$ cat src/rtl/srd_pkg.sv
// ----------------------------------------------------------------------------
// srd_pkg
// Shared types and constants for the stereo reverb ducker.
// ----------------------------------------------------------------------------
package srd_pkg;

	// Register indexes on the configuration port.
	localparam int CFG_INDEX_BITS = 2;
	localparam logic [CFG_INDEX_BITS-1:0] REG_DUCK_AMOUNT   = 2'd0;
	localparam logic [CFG_INDEX_BITS-1:0] REG_ATTACK_COEFF  = 2'd1;
	localparam logic [CFG_INDEX_BITS-1:0] REG_RELEASE_COEFF = 2'd2;

	// Coefficient reset values, taken modulo the coefficient width.
	localparam int ATTACK_RESET  = 65263;
	localparam int RELEASE_RESET = 65527;

	typedef enum logic [2:0] {
		ST_IDLE,
		ST_PREP,
		ST_ENV,
		ST_TGT,
		ST_GAIN,
		ST_DUCK
	} srd_state_t;

	// Commands from the controller to the datapath.
	typedef struct packed {
		logic load;
		logic prep;
		logic env;
		logic tgt;
		logic gain;
		logic duck;
	} srd_cmd_t;

	// Status from the datapath to the controller.
	typedef struct packed {
		logic out_free;
	} srd_status_t;

endpackage

$ cat src/rtl/stereo_reverb_ducker_core.sv
// ----------------------------------------------------------------------------
// stereo_reverb_ducker_core
// Sidechain ducker: the direct signal envelope pushes down the reverb signal.
// ----------------------------------------------------------------------------
//
//   channel  | handshake            | payload
//   ---------+----------------------+-------------------------------------------
//   input    | in_valid / in_stall  | direct_left/right, reverb_left/right
//   output   | out_valid / out_stall| ducked_left/right, applied_gain
//   config   | cfg_valid / cfg_ready| cfg_index, cfg_data
//
// Each word passes from acceptance to the output register through coefficient
// select, envelope update, gain target, gain multiply and the scaling step that
// fills the output register. The controller walks one word at a time, so a new
// word is taken while idle or, in the last step, in the same cycle the previous
// result is stored. If the output register is still held by out_stall, the last
// step waits. Reset clears the envelope and loads the default register values;
// configuration writes are always taken.
module stereo_reverb_ducker_core import srd_pkg::*; #(
	parameter int SAMPLE_BITS = 24,
	parameter int COEFF_BITS  = 16
) (
	input  logic                          clk,
	input  logic                          arst_n,
	input  logic                          cfg_valid,
	output logic                          cfg_ready,
	input  logic [CFG_INDEX_BITS-1:0]     cfg_index,
	input  logic [COEFF_BITS:0]           cfg_data,
	input  logic                          in_valid,
	output logic                          in_stall,
	input  logic signed [SAMPLE_BITS-1:0] direct_left,
	input  logic signed [SAMPLE_BITS-1:0] direct_right,
	input  logic signed [SAMPLE_BITS-1:0] reverb_left,
	input  logic signed [SAMPLE_BITS-1:0] reverb_right,
	output logic                          out_valid,
	input  logic                          out_stall,
	output logic signed [SAMPLE_BITS-1:0] ducked_left,
	output logic signed [SAMPLE_BITS-1:0] ducked_right,
	output logic [COEFF_BITS:0]           applied_gain
);

	logic [COEFF_BITS:0]   duck_amount_q;
	logic [COEFF_BITS-1:0] attack_coeff_q;
	logic [COEFF_BITS-1:0] release_coeff_q;
	srd_cmd_t              cmd;
	srd_status_t           status;

	assign cfg_ready = 1'b1;

	always_ff @(posedge clk or negedge arst_n) begin
		if (!arst_n) begin
			duck_amount_q   <= '0;
			attack_coeff_q  <= COEFF_BITS'(ATTACK_RESET);
			release_coeff_q <= COEFF_BITS'(RELEASE_RESET);
		end else if (cfg_valid && cfg_ready) begin
			unique case (cfg_index)
				REG_DUCK_AMOUNT:   duck_amount_q   <= cfg_data;
				REG_ATTACK_COEFF:  attack_coeff_q  <= cfg_data[COEFF_BITS-1:0];
				REG_RELEASE_COEFF: release_coeff_q <= cfg_data[COEFF_BITS-1:0];
				default: ;
			endcase
		end
	end

	srd_ctrl u_ctrl (
		.clk      (clk),
		.arst_n   (arst_n),
		.in_valid (in_valid),
		.in_stall (in_stall),
		.status   (status),
		.cmd      (cmd)
	);

	srd_datapath #(
		.SAMPLE_BITS (SAMPLE_BITS),
		.COEFF_BITS  (COEFF_BITS)
	) u_datapath (
		.clk           (clk),
		.arst_n        (arst_n),
		.cmd           (cmd),
		.status        (status),
		.duck_amount   (duck_amount_q),
		.attack_coeff  (attack_coeff_q),
		.release_coeff (release_coeff_q),
		.direct_left   (direct_left),
		.direct_right  (direct_right),
		.reverb_left   (reverb_left),
		.reverb_right  (reverb_right),
		.out_valid     (out_valid),
		.out_stall     (out_stall),
		.ducked_left   (ducked_left),
		.ducked_right  (ducked_right),
		.applied_gain  (applied_gain)
	);

endmodule

$ cat src/rtl/srd_ctrl.sv
// ----------------------------------------------------------------------------
// srd_ctrl
// Sequencer that steps one frame through the envelope, gain and scaling steps.
// ----------------------------------------------------------------------------
module srd_ctrl import srd_pkg::*; (
	input  logic        clk,
	input  logic        arst_n,
	input  logic        in_valid,
	output logic        in_stall,
	input  srd_status_t status,
	output srd_cmd_t    cmd
);

	srd_state_t state_q;
	srd_state_t state_d;
	logic       take;

	// A new word is taken when idle, or in the last step once its result can be stored.
	assign in_stall = !((state_q == ST_IDLE) || ((state_q == ST_DUCK) && status.out_free));
	assign take = in_valid && !in_stall;

	always_ff @(posedge clk or negedge arst_n) begin
		if (!arst_n) begin
			state_q <= ST_IDLE;
		end else begin
			state_q <= state_d;
		end
	end

	always_comb begin
		state_d = state_q;
		unique case (state_q)
			ST_IDLE: begin
				if (take) begin
					state_d = ST_PREP;
				end
			end
			ST_PREP: state_d = ST_ENV;
			ST_ENV:  state_d = ST_TGT;
			ST_TGT:  state_d = ST_GAIN;
			ST_GAIN: state_d = ST_DUCK;
			ST_DUCK: begin
				if (status.out_free) begin
					state_d = take ? ST_PREP : ST_IDLE;
				end
			end
			default: state_d = ST_IDLE;
		endcase
	end

	always_comb begin
		cmd      = '0;
		cmd.load = take;
		unique case (state_q)
			ST_IDLE: ;
			ST_PREP: cmd.prep = 1'b1;
			ST_ENV:  cmd.env  = 1'b1;
			ST_TGT:  cmd.tgt  = 1'b1;
			ST_GAIN: cmd.gain = 1'b1;
			ST_DUCK: cmd.duck = status.out_free;
			default: ;
		endcase
	end

endmodule

$ cat src/rtl/srd_datapath.sv
// ----------------------------------------------------------------------------
// srd_datapath
// Peak detector, envelope follower, gain computation and wet sample scaling.
// ----------------------------------------------------------------------------
module srd_datapath import srd_pkg::*; #(
	parameter int SAMPLE_BITS = 24,
	parameter int COEFF_BITS  = 16
) (
	input  logic                          clk,
	input  logic                          arst_n,
	input  srd_cmd_t                      cmd,
	output srd_status_t                   status,
	input  logic        [COEFF_BITS:0]    duck_amount,
	input  logic        [COEFF_BITS-1:0]  attack_coeff,
	input  logic        [COEFF_BITS-1:0]  release_coeff,
	input  logic signed [SAMPLE_BITS-1:0] direct_left,
	input  logic signed [SAMPLE_BITS-1:0] direct_right,
	input  logic signed [SAMPLE_BITS-1:0] reverb_left,
	input  logic signed [SAMPLE_BITS-1:0] reverb_right,
	output logic                          out_valid,
	input  logic                          out_stall,
	output logic signed [SAMPLE_BITS-1:0] ducked_left,
	output logic signed [SAMPLE_BITS-1:0] ducked_right,
	output logic        [COEFF_BITS:0]    applied_gain
);

	localparam int SB = SAMPLE_BITS;
	localparam int CB = COEFF_BITS;
	localparam int PW = SB + CB + 2;
	localparam int SH_R = (SB > CB) ? SB - CB : 0;
	localparam int SH_L = (SB > CB) ? 0 : CB - SB;
	localparam int RND = (SH_R > 0) ? (1 << ((SH_R > 0) ? SH_R - 1 : 0)) : 0;
	localparam int TW = SB + 3 + SH_L;
	localparam int DUCK_MIN = (1 << CB) / 1000 + 1;
	localparam int GAIN_FLOOR = ((1 << CB) * 5 + 50) / 100;

	localparam logic [CB:0]   ONE  = {1'b1, {CB{1'b0}}};
	localparam logic [CB-1:0] HALF = {1'b1, {(CB-1){1'b0}}};
	localparam logic signed [PW-1:0] SMAX = {{(CB+3){1'b0}}, {(SB-1){1'b1}}};
	localparam logic signed [PW-1:0] SMIN = {{(CB+3){1'b1}}, {(SB-1){1'b0}}};

	// Rounds w*g/ONE half up and clips it to the sample range.
	function automatic logic signed [SB-1:0] scale_sat(
		input logic signed [SB-1:0] w,
		input logic        [CB:0]   g
	);
		logic signed [PW-1:0] p;
		logic signed [PW-1:0] r;
		p = PW'(w) * PW'($signed({1'b0, g}));
		r = (p + $signed(PW'(HALF))) >>> CB;
		if (r > SMAX) begin
			r = SMAX;
		end else if (r < SMIN) begin
			r = SMIN;
		end
		return r[SB-1:0];
	endfunction

	logic        [SB-1:0] peak_q;
	logic                 duck_on_q;
	logic signed [SB-1:0] rev_l_q;
	logic signed [SB-1:0] rev_r_q;
	logic        [CB-1:0] c_q;
	logic signed [SB:0]   diff_q;
	logic        [SB-1:0] env_q;
	logic        [CB:0]   t_q;
	logic        [CB:0]   g_q;
	logic                 out_valid_q;
	logic signed [SB-1:0] ducked_left_q;
	logic signed [SB-1:0] ducked_right_q;
	logic        [CB:0]   applied_gain_q;

	logic        [CB:0]     amt;
	logic        [SB-1:0]   mag_l;
	logic        [SB-1:0]   mag_r;
	logic signed [PW-1:0]   env_prod;
	logic signed [PW-1:0]   env_sum;
	logic        [SB+2:0]   env5;
	logic        [TW-1:0]   t_wide;
	logic        [TW-1:0]   t_shift;
	logic        [2*CB+1:0] d_prod;
	logic        [CB+1:0]   d_val;
	logic        [CB:0]     g_raw;
	logic                   out_free;

	assign amt   = (duck_amount > ONE) ? ONE : duck_amount;
	assign mag_l = direct_left[SB-1]  ? SB'(-direct_left)  : SB'(direct_left);
	assign mag_r = direct_right[SB-1] ? SB'(-direct_right) : SB'(direct_right);

	// c*env + (ONE-c)*peak is rewritten as peak*ONE + c*(env-peak): one multiply.
	assign env_prod = PW'($signed({1'b0, c_q})) * PW'(diff_q);
	assign env_sum  = $signed({2'b00, peak_q, {CB{1'b0}}}) + env_prod + $signed(PW'(HALF));

	assign env5    = ({3'b000, env_q} << 2) + {3'b000, env_q};
	assign t_wide  = (TW'(env5) << SH_L) + TW'(RND);
	assign t_shift = t_wide >> SH_R;

	assign d_prod = ({{(CB+1){1'b0}}, amt} * {{(CB+1){1'b0}}, t_q}) + (2*CB+2)'(HALF);
	assign d_val  = d_prod[2*CB+1:CB];
	assign g_raw  = (d_val >= {1'b0, ONE}) ? '0 : ONE - d_val[CB:0];

	assign out_free        = !out_valid_q || !out_stall;
	assign status.out_free = out_free;

	always_ff @(posedge clk) begin
		if (cmd.load) begin
			peak_q    <= (mag_l > mag_r) ? mag_l : mag_r;
			duck_on_q <= (amt >= (CB+1)'(DUCK_MIN));
			rev_l_q   <= reverb_left;
			rev_r_q   <= reverb_right;
		end
		if (cmd.prep) begin
			c_q    <= (peak_q > env_q) ? attack_coeff : release_coeff;
			diff_q <= $signed({1'b0, env_q}) - $signed({1'b0, peak_q});
		end
		if (cmd.tgt) begin
			t_q <= (t_shift > TW'(ONE)) ? ONE : t_shift[CB:0];
		end
		if (cmd.gain) begin
			if (!duck_on_q) begin
				g_q <= ONE;
			end else if (g_raw < (CB+1)'(GAIN_FLOOR)) begin
				g_q <= (CB+1)'(GAIN_FLOOR);
			end else begin
				g_q <= g_raw;
			end
		end
		if (cmd.duck) begin
			ducked_left_q  <= scale_sat(rev_l_q, g_q);
			ducked_right_q <= scale_sat(rev_r_q, g_q);
			applied_gain_q <= g_q;
		end
	end

	// The envelope only moves while ducking is enabled.
	always_ff @(posedge clk or negedge arst_n) begin
		if (!arst_n) begin
			env_q       <= '0;
			out_valid_q <= 1'b0;
		end else begin
			if (cmd.env && duck_on_q) begin
				env_q <= env_sum[SB+CB-1:CB];
			end
			if (cmd.duck) begin
				out_valid_q <= 1'b1;
			end else if (!out_stall) begin
				out_valid_q <= 1'b0;
			end
		end
	end

	assign out_valid    = out_valid_q;
	assign ducked_left  = ducked_left_q;
	assign ducked_right = ducked_right_q;
	assign applied_gain = applied_gain_q;

endmodule

$ cat config.mk
export PLATFORM = sky130hd
export DESIGN_NAME = stereo_reverb_ducker_core
export DESIGN_NICKNAME = d
export VERILOG_FILES = /design/src/rtl/srd_pkg.sv /design/src/rtl/stereo_reverb_ducker_core.sv /design/src/rtl/srd_ctrl.sv /design/src/rtl/srd_datapath.sv
export SDC_FILE = /design/constraint.sdc
export NUM_CORES = 2
export LEC_CHECK = 0
export BUFFER_PORTS_ARGS = -buffer_cell sky130_fd_sc_hd__clkbuf_2
export CORE_MARGIN = 5
export CORE_UTILIZATION = 29
export DETAILED_ROUTE_END_ITERATION = 16
export GPL_ROUTABILITY_DRIVEN = 0
export PLACE_DENSITY = 0.51
export SYNTH_ARGS = -nofsm -noshare
export SYNTH_HDL_FRONTEND = slang
export SYNTH_HIERARCHICAL = 1
export SYNTH_SLANG_ARGS = --single-unit
export TNS_END_PERCENT = 5
$ cat constraint.sdc
create_clock -name clk -period 11.6 [get_ports clk]
set_input_delay 1.74 -clock clk [delete_from_list [all_inputs] [get_ports clk]]
set_output_delay 1.74 -clock clk [all_outputs]
set_load 0.02 [all_outputs]
# Yosys cells after proc, flatten, opt, wreduce, memory -nomap -nowiden
# Cells that the tools add are included.
[word_totals] ff_bits=290 out_inout_bits=68
[classes] muxes=20 order_cmp=11 n_eq_ne=10 n_bitwise=1 reduce_logical=15 add_sub_neg=11 mul=4
[ops] cell="24-bit 2-to-1 mux" n=5
[ops] cell="42-bit by 17-bit adder with 42-bit output, second input constant" n=2
[ops] cell="24-bit by 18-bit multiplier with 42-bit output" n=2
[ops] cell="26-bit by 24-bit greater-than comparator with 1-bit output, second input constant" n=2
[ops] cell="26-bit by 24-bit < comparator with 1-bit output, second input constant" n=2
[ops] cell="17-bit 2-to-1 mux" n=3
[ops] cell="24-bit greater-than comparator" n=2
[ops] cell="24-bit negation" n=2
[ops] cell="40-bit by 17-bit adder with 40-bit output, second input constant" n=1
[ops] cell="40-bit adder" n=1
[ops] cell="17-bit by 25-bit multiplier with 40-bit output" n=1
[ops] cell="34-bit by 16-bit adder with 34-bit output, second input constant" n=1
[ops] cell="17-bit by 17-bit multiplier with 34-bit output" n=1
[ops] cell="26-bit by 24-bit adder with 27-bit output" n=1
[ops] cell="27-bit by 8-bit adder with 27-bit output, second input constant" n=1
[ops] cell="24-bit by 24-bit subtractor with 25-bit output" n=1
[ops] cell="19-bit by 17-bit greater-than comparator with 1-bit output, second input constant" n=1
[ops] cell="18-bit by 17-bit >= comparator with 1-bit output, second input constant" n=1
[ops] cell="3-bit case mux with 6 select lines" n=1
[ops] cell="17-bit by 7-bit >= comparator with 1-bit output, second input constant" n=1
[ops] cell="17-bit greater-than comparator, second input constant" n=1
[ops] cell="17-bit by 12-bit < comparator with 1-bit output, second input constant" n=1
[ops] cell="17-bit subtractor, first input constant" n=1
[ops] cell="16-bit 2-to-1 mux" n=1
[ops] cell="16 further kinds" n=36

# Depth between registers and ports, before layout
[depth] word_depth=8 ltp_mapped=33

# Modules after synthesis
# The synthesis kept the hierarchy.
[by_module_without_submodules] mod="srd_datapath" cells_per_inst=6856 instances=1 area_each_um2=65211.3
[by_module_without_submodules] mod="stereo_reverb_ducker_core" cells_per_inst=106 instances=1 area_each_um2=1896.8
[by_module_without_submodules] mod="srd_ctrl" cells_per_inst=25 instances=1 area_each_um2=222.7

# Worst setup path after synthesis
# OpenSTA, ideal clock, no wires.
[synth_path] kind="flip-flop to flip-flop" from="reg duck_amount_q[14]" to="reg u_datapath.g_q[1] (data pin)" path_stages_with_launch=30 path_slack_ns=2.934 t_arrival_ns=8.410 path_cell_list="dfrtp_1 nor4_1 nand3_1 o41ai_1 and2_1 clkbuf_1 nand2_1 fa_1 fa_1 fa_1 fa_1 inv_1 fa_1 fa_1 ha_1 nand4_1 a211oi_2 a21oi_1 o211ai_1 or3b_1 inv_1 ha_1 nand2b_1 mux2_2 or3_1 nor3_2 a41oi_1 a211oi_4 o21ai_2 and3_1"
[synth_via] elab_chain_len=8
[synth_rtl] element="from (decl)" line_no="stereo_reverb_ducker_core.sv:42" source="logic [COEFF_BITS:0] duck_amount_q;"
[synth_rtl] element="from (signal assigned)" line_no="stereo_reverb_ducker_core.sv:57" source="REG_DUCK_AMOUNT: duck_amount_q <= cfg_data;"
[synth_rtl] element="17-bit greater-than comparator" line_no="srd_datapath.sv:86" source="assign amt = (duck_amount > ONE) ? ONE : duck_amount;"
[synth_rtl] element="17-bit 2-to-1 mux *" line_no="srd_datapath.sv:86"
[synth_rtl] element="17-bit by 17-bit multiplier with 34-bit output *" line_no="srd_datapath.sv:98" source="assign d_prod = ({{(CB+1){1'b0}}, amt} * {{(CB+1){1'b0}}, t_q}) + (2*CB+2)'(HALF);"
[synth_rtl] element="34-bit by 16-bit adder with 34-bit output *" line_no="srd_datapath.sv:98"
[synth_rtl] element="17-bit subtractor / 18-bit by 17-bit >= comparator with 1-bit output (equally long branches)" line_no="srd_datapath.sv:100" source="assign g_raw = (d_val >= {1'b0, ONE}) ? '0 : ONE - d_val[CB:0];"
[synth_rtl] element="17-bit 2-to-1 mux *" line_no="srd_datapath.sv:100"
[synth_rtl] element="17-bit by 12-bit < comparator with 1-bit output" line_no="srd_datapath.sv:122" source="end else if (g_raw < (CB+1)'(GAIN_FLOOR)) begin"
[synth_rtl] element="2-bit OR reduction (no source line)"
[synth_rtl] element="to (signal assigned)" line_no="srd_datapath.sv:123" source="g_q <= (CB+1)'(GAIN_FLOOR);"
[synth_rtl] element="to (signal assigned)" line_no="srd_datapath.sv:125" source="g_q <= g_raw;"
[synth_rtl] element="to (decl)" line_no="srd_datapath.sv:67" source="logic [CB:0] g_q;"
# Every way passes the cells marked *; elsewhere a longest branch is shown, timed or not.
# A chain may end at the register's enable or synchronous reset.

# Worst setup path in the final report
[layout_path] from="reg duck_amount_q[14]" to="reg u_datapath.g_q[8] (data pin)"
# Same word-level chain as after synthesis.

==> impl_metrics.json <==
{
  "status": "finished clean",
  "skew_ns": 0.0474,
  "hold_start": "release_coeff_q[3]$_DFFE_PN0P_",
  "coreArea_um2": 231000,
  "r2r-start": "duck_amount_q[14]$_DFFE_PN0P_",
  "vias_per_cell": 4.61,
  "timing.setup.critical_path_class": "register to register",
  "rsz0062_at_grt": "no",
  "cts-root-buf": "clkbuf_16",
  "grt_pass1_wl_mm": 295,
  "cts_sinks": 290,
  "reg2reg_to": "u_datapath/g_q[8]$_SDFFCE_PP0P_",
  "clockBufferDepth": 3,
  "dr.pass1.iters": 8,
  "gr-usage-all-layers_pct": 15.4,
  "ys_types": 99,
  "end_kind": "register",
  "required_ns": 12.01,
  "hold_buffers": 0,
  "clk_pin_slew_ns": 0.06,
  "seq_area_um2": 8360,
  "synth_edf_count": 213,
  "fill_cells": 23800,
  "wl_per_cell_um": 18.2,
  "dp.final_hpwl_mm": 145,
  "finalSetupViolCount": 0,
  "cts_tree": "done",
  "ys_seq_elements": 290,
  "final_nets": 9130,
  "ioPinCount": 188,
  "multi_input_area_um2": 51700,
  "post-cts-setup-buffers": 0,
  "hold_path_class": "register to register",
  "drtIter0Drc": 2502,
  "holdPathStages": 1,
  "rrSetupSlack_ns": 2.00,
  "max_freq_ghz": 0.104,
  "rr_worst_depth": 25,
  "period_share_pct": 82.7,
  "drive_above_1_share_pct": 6.67,
  "insertion_delay_ns": 0.65,
  "chipWidth_um": 492,
  "routed_wl_mm": 184,
  "syn_avg_cell_area_um2": 9.64,
  "synthToLayoutAreaGrowth_pct": 8.30,
  "io_buffers": 186,
  "syn_inst": 6987,
  "initial_utilization_pct": 29.2,
  "htree_levels": 2,
  "syn_area_um2": 67300,
  "syn-num-nets": 9104,
  "fp.dieArea_um2": 242000,
  "grt_overflow_total": 0,
  "final_area_um2": 72900,
  "relSlewSlack_pct": 20.5,
  "maxSlewViolCount": 0,
  "drv_cap": 0,
  "place_area_um2": 71600,
  "cts_resized": 0,
  "grt_max_degree": 50,
  "min_period_ns": 9.60,
  "worstPathArrival_ns": 10.01,
  "yosysWarnings": 6,
  "ys_seq_area_share_pct": 12.4,
  "fp.dieH_um": 492,
  "drc": 0,
  "crit_fanout": 27,
  "min_to": "release_coeff_q[3]$_DFFE_PN0P_",
  "ys.flop_type": "edfxtp_1",
  "cts_buffers": 41,
  "grt_antenna_before_repair": 6,
  "worstMarginPinSlew_ns": 1.19,
  "async_reset_ff_share_pct": 26.6,
  "setup_tns_ns": 0,
  "grt_pass1_vias": 51700,
  "placementRows": 176,
  "finalHoldViolCount": 0,
  "startpoint_type": "register",
  "drtAntennaViolNets": 0,
  "via_count": 46400
}
## cell usage after synthesis (all sizes together), types with 7 or more instances
master,count,area share [%]
inv,1646,9.2
fa,1435,43
nand2,969,5.4
and2,634,5.9
ha,562,10
clkbuf,252,1.4
edfxtp,213,9.5
a21oi,128,0.97
nor2,113,0.63
xnor2,113,1.5
o21ai,97,0.73
xor2,86,1.1
a21o,79,0.88
mux2,70,1.2
and3,50,0.46
dfrtp,48,1.8
nor3,44,0.35
nand3,36,0.28
nor2b,31,0.29
dfstp,29,1.1
mux2i,26,0.39
nand2b,26,0.24
a211oi,24,0.30
o31ai,24,0.28
buf,23,0.23
nand4,22,0.20
o21a,20,0.22
nor4,14,0.13
o41ai,12,0.18
or3,11,0.10
a31oi,10,0.093
a21boi,9,0.10
o211ai,8,0.097
a2111oi,7,0.13
nand3b,7,0.089
o21bai,7,0.078
or2,7,0.065
## sequential cells by signal, summed over array words and instances, names as in the netlist, 17 cells and up
signal and flops:
u_datapath/ducked_left 24, u_datapath/g_q 17, u_datapath/ducked_right 24, u_datapath/applied_gain 17, duck_amount_q 17, u_datapath/rev_l_q 24, u_datapath/peak_q 24, u_datapath/rev_r_q 24
u_datapath/diff_q 25, u_datapath/t_q 17, u_datapath/env_q 24
## worst max-delay path: stages, from the launching register on
cell	delay, ns
dfrtp_1	0.44
nor4_1	0.32
nand3_1	0.16
o41ai_2	0.32
buf_4	0.28
and2_0	0.72
nand2_1	0.19
fa_1	0.54
fa_1	0.52
fa_1	0.52
inv_1	0.06
fa_1	0.55
fa_1	0.42
fa_1	0.44
ha_1	0.54
nand4_1	0.28
nor3_1	0.31
a32oi_2	0.23
a21o_1	0.24
a211oi_2	0.35
o311ai_1	0.27
nor4_1	0.44
mux2_2	0.38
a41oi_1	0.28
a211oi_4	0.09
a2111oi_0	0.44
## area by class of cell
| class | instances | share of cell area, % |
|---|---|---|
| clock buffer | 49 | 1.49 |
| tap | 3026 | 5.19 |
| clock inverter | 27 | 0.352 |
| sequential | 290 | 11.5 |
| inverter | 1646 | 8.47 |
| timing repair buffer | 258 | 2.06 |
| antenna | 4 | 0.0137 |
| multi-input combinational | 4776 | 71.0 |
## placed cells by master (no fill, tap or decap), types with 79 or more instances in the layout
cell type  instances
inv_1           1646
o21ai_0           87
nand2_1          969
xor2_1            86
ha_1             562
edfxtp_1         213
a21oi_1          125
and2_1           632
clkbuf_2         185
a21o_1            79
fa_1            1435
nor2_1           113
xnor2_1          113
## layer usage
| layer | global-route usage, % | share of wire (%) |
|---|---|---|
| met2 | 27.0 | 49 |
| met4 | 4.06 | 2.9 |
| met5 | 0 | 0 |
| met1 | 20.3 | 44 |
| met3 | 1.69 | 4.0 |
## worst max path at each step
stage,startpoint,endpoint,cells after the start
floorplan,duck_amount_q[14]$_DFFE_PN0P_,u_datapath/g_q[1]$_SDFFCE_PP0P_,29
finish,duck_amount_q[14]$_DFFE_PN0P_,u_datapath/g_q[8]$_SDFFCE_PP0P_,25
global placement,duck_amount_q[14]$_DFFE_PN0P_,u_datapath/g_q[7]$_SDFFCE_PN0P_,26
global route,duck_amount_q[14]$_DFFE_PN0P_,u_datapath/g_q[8]$_SDFFCE_PP0P_,25
detailed placement,duck_amount_q[14]$_DFFE_PN0P_,u_datapath/g_q[8]$_SDFFCE_PP0P_,25
CTS,duck_amount_q[14]$_DFFE_PN0P_,u_datapath/g_q[8]$_SDFFCE_PP0P_,25
## logic make-up (layout without fill, tap and decap cells)
family | Yosys count | in the layout | share of synthesized area (%)
buffers and inverters | 1921 | 1980 | 10.8
multiplexers | 96 | 96 | 1.56
adder cells (fa/ha/maj) | 1997 | 1997 | 53.1
AND/OR/NAND/NOR | 1992 | 1992 | 14.5
flip-flops | 290 | 290 | 12.4
AO/OA/AOI/OAI | 491 | 491 | 5.00
XOR/XNOR | 199 | 199 | 2.59
other | 1 | 5 | 0.00557
## through the flow
step                      cells  worst slack (ns)  hold WS, ns  util, %
after global placement     9996              2.16        0.482     31.0
final                     10100              2.00        0.510     31.6
after floorplan            6987              2.93        0.424        -
after CTS                 10100              2.00        0.508     31.6
after global routing      10100              1.34        0.536     31.6
after detailed placement   9996              2.04        0.493     31.0
Power is left out: the tool's default activity adds up to more than one toggle a clock period on the data nets, which glitch-free logic cannot reach.
